$ cat config.mk
export PLATFORM = sky130hd
export DESIGN_NAME = dece_ram
export DESIGN_NICKNAME = d
export VERILOG_FILES = /design/src/design/dece_ram.sv
export SDC_FILE = /design/constraint.sdc
export NUM_CORES = 1
export LEC_CHECK = 0
export BUFFER_PORTS_ARGS = -buffer_cell sky130_fd_sc_hd__buf_2
export CAP_MARGIN = 20
export CORE_UTILIZATION = 50
export DETAILED_ROUTE_END_ITERATION = 12
export PLACE_DENSITY_LB_ADDON = 0.3
export SETUP_SLACK_MARGIN = 0.05
export SYNTH_ARGS = -nofsm -noshare
export SYNTH_HDL_FRONTEND = slang
export SYNTH_SLANG_ARGS = --single-unit
$ cat constraint.sdc
create_clock -name clk -period 2.1 [get_ports clk]
set_input_delay 0.42 -clock clk [delete_from_list [all_inputs] [get_ports clk]]
set_output_delay 0.42 -clock clk [all_outputs]
set_load 0.005 [all_outputs]
$ cat src/design/dece_ram.sv
`default_nettype none
// ----------------------------------------------------------------------------
// dece_ram
// Generic single-write, single-read RAM with registered read data.
// ----------------------------------------------------------------------------
module dece_ram #(
  parameter int unsigned WIDTH = 8,
  parameter int unsigned DEPTH = 16
) (
  input  wire logic                     clk,
  input  wire logic                     we,
  input  wire logic [$clog2(DEPTH)-1:0] waddr,
  input  wire logic [WIDTH-1:0]         wdata,
  input  wire logic [$clog2(DEPTH)-1:0] raddr,
  output logic [WIDTH-1:0]              rdata
);

  logic [WIDTH-1:0] mem [DEPTH];

  always_ff @(posedge clk) begin
    if (we) begin
      mem[waddr] <= wdata;
    end
    rdata <= mem[raddr];
  end

endmodule
`default_nettype wire

==> results.toml <==
[run_status]
status = "finished, final reports clean"

[yosys]
synth-compound-area-share = 0.0233
yosys-top-cells-area = "edfxtp_1 75%, mux4_2 7.9%, mux4_1 7.1%"
yosys.area_share.simple = 0.0318
ys_seq_elements = 136
yosysTopAreaCell = "edfxtp_1"
synth_cell_type_count = 19
yosysSeqAreaShare = 0.778
netlist_area_um2 = 5150
synthCells = 229
synth_fp_nets = 247
yosysWarnings = 0
synth_top_area_share = 0.747
syn_avg_cell_area_um2 = 22.5
post_synth_fa_ha_maj_area_fraction = 0
synth.mux.area_fraction = 0.150
synth_top_family_by_area = "multiplexers"
synthXorXnorAreaFrac = 0

[global_route]
grt_pass1_wl_um = 13900
antenna_found_initial = 0
grt_overflow = 0
grt_pass1_vias = 2397
grt_max_degree = 33
grt_usage = 0.198

[sta]
rsz0062_at_grt = "no"
finalHoldViolCount = 0
fin_crit_ns = 1.43
skew_ns = 0.00724
fmax_mhz = 700
finalSetupViolations = 0
slew_headroom = 0.719
slew_violations = 0
worst_slack_ns = 0.671
worst_pin_slew_ns = 0.422
finalCritPeriodShare = 0.681
setup_tns_ns = 0
hold_ws_ns = 0.292

[clock_network]
numCtsBuffers = 17
clk_pin_slew_ns = 0.06
cts-hold-fix-buffers = 0
h-tree-depth = 4
cts_max_path_buffers = 2
clk_latency_ns = 0.51
cts_tree = "built"
cts-root-buf = "clkbuf_8"
cts_setup_buffers = 0
cts.sinks = 136
cts.repair.resized = 0

[worst_setup_path]
cp.arrival_ns = 1.01
reg2reg_from = "mem[5][1]$_DFFE_PP_"
cpPeakStageDelay_ns = 0.37
worstPathRequired_ns = 1.68
worst_setup_path_end_kind = "output port"
crit_type = "reg -> out"
regToRegSetupSlack_ns = 0.78
path_delay_family = "flip-flops"
r2r-end = "rdata[1]$_DFF_P_"
slowest_stage = "dfxtp_1"
cp_cell_sequence = "buf_2"
worstPathMaxFanout = 1
start_kind = "flip-flop"
reg2reg_depth = 3
cp.buffers_inverters = 1

[final_layout]
layout_commonest_cell = "edfxtp_1"
synthToLayoutAreaGrowth_pct = 19.3
fillerInstances = 658
fin_nets = 306
most-common-layout-cells = "128 x edfxtp_1, 25 x buf_2, 23 x buf_4, 18 x mux4_2"
drive_gt1_frac = 0.329
instances_no_fill = 434
diodes = 0

[floorplan]
dieArea_um2 = 10700
die_height_um = 103
ioPinCount = 26
core_area_um2 = 9860
die_x_um = 103
start_util = 0.522
rows = 36

[placed_design]
dp.cells = 402
port_buffers = 25
globalplace.congestion = 0.808
pre_cts_ws_ns = 0.300
hpwl_um = 5860

[worst_hold_path]
hp-start = "wdata[3]"
min_path_cells = 1
hold_class = "in -> reg"
min_to = "mem[11][3]$_DFFE_PP_"

[pwr]
power_density_nw_per_um2 = 997
ir_worst_vdd_mv = 0.530
total_power_uw = 6120
p_leak_uw = 0.00211

[drt]
drt-met1-wl_um = 3990
dr_wl_met2_um = 4570
dr.pass1.iters = 5
vias = 2383
met3_length_um = 508
antenna_left = 0
drt_iter0_markers = 138
avgViaCountPerCell = 5.49
drc_errors = 0
routedWlPerCell_um = 21.1
topRoutingLayerUsed = "met4"
routed_wl_um = 9150

[job]
maxCapViolations = 0
-- Yosys cell counts --
master,n
mux4_2,18
nand3_1,1
nor2_1,13
or3b_2,1
mux4_1,14
clkdlybuf4s25_2,3
edfxtp_1,128
nand3b_1,2
dfxtp_1,8
and2_1,1
buf_6,3
nand2b_1,2
nor3_1,4
nand2_1,9
buf_4,1
a22oi_1,16
and2b_1,1
buf_2,3
nor2b_1,1
-- per-layer routing --
metal / up-vias / global-route usage
met3: 7 / 0.0692
met4: 0 / 0.0618
li1: 1091 / -
met5: - / 0
met2: 80 / 0.304
met1: 1205 / 0.271
-- power breakdown --
part | switching [µW] | internal [µW] | total (µW)
logic | 151 | 127 | 277
clock network | 1040 | 1750 | 2790
registers | 16.8 | 3040 | 3050
-- registers in the layout, summed over array words and instances (netlist names) --
register and flops:
mem 128, rdata 8
-- layout make-up --
type / instances / area, µm² / share of cell area
Clock buffer: 21 / 449 / 0.0732
Clock inverter: 11 / 124 / 0.0202
Multi-Input combinational cell: 83 / 1060 / 0.172
Sequential cell: 136 / 4000 / 0.652
Tap cell: 133 / 166 / 0.0271
Timing Repair Buffer: 50 / 338 / 0.0550
-- logic make-up after synthesis --
group | count (synthesis)
buffers and inverters | 10
muxes | 32
DFF | 136
AOI/OAI and AO/OA | 16
and+or+nand+nor | 35
-- through the flow --
step / cell area, µm² / util
floorplan: 5150 / -
global route: 6140 / 0.622
finish: 6140 / 0.622
global placement: 5570 / 0.564
CTS: 6140 / 0.622
detailed placement: 5570 / 0.564
-- how the worst max path moves through the flow --
stage / from / to / slack (ns) / depth (start not counted)
global route: rdata[7]$_DFF_P_ / rdata[7] / 0.62 / 1
global placement: raddr[0] / rdata[5]$_DFF_P_ / 0.30 / 5
finish: rdata[7]$_DFF_P_ / rdata[7] / 0.67 / 1
CTS: rdata[7]$_DFF_P_ / rdata[7] / 0.62 / 1
detailed placement: raddr[0] / rdata[1]$_DFF_P_ / 0.30 / 5
floorplan: waddr[2] / mem[0][0]$_DFFE_PP_ / 0.19 / 2
Note: power is estimated with default switching activity, not from simulation.
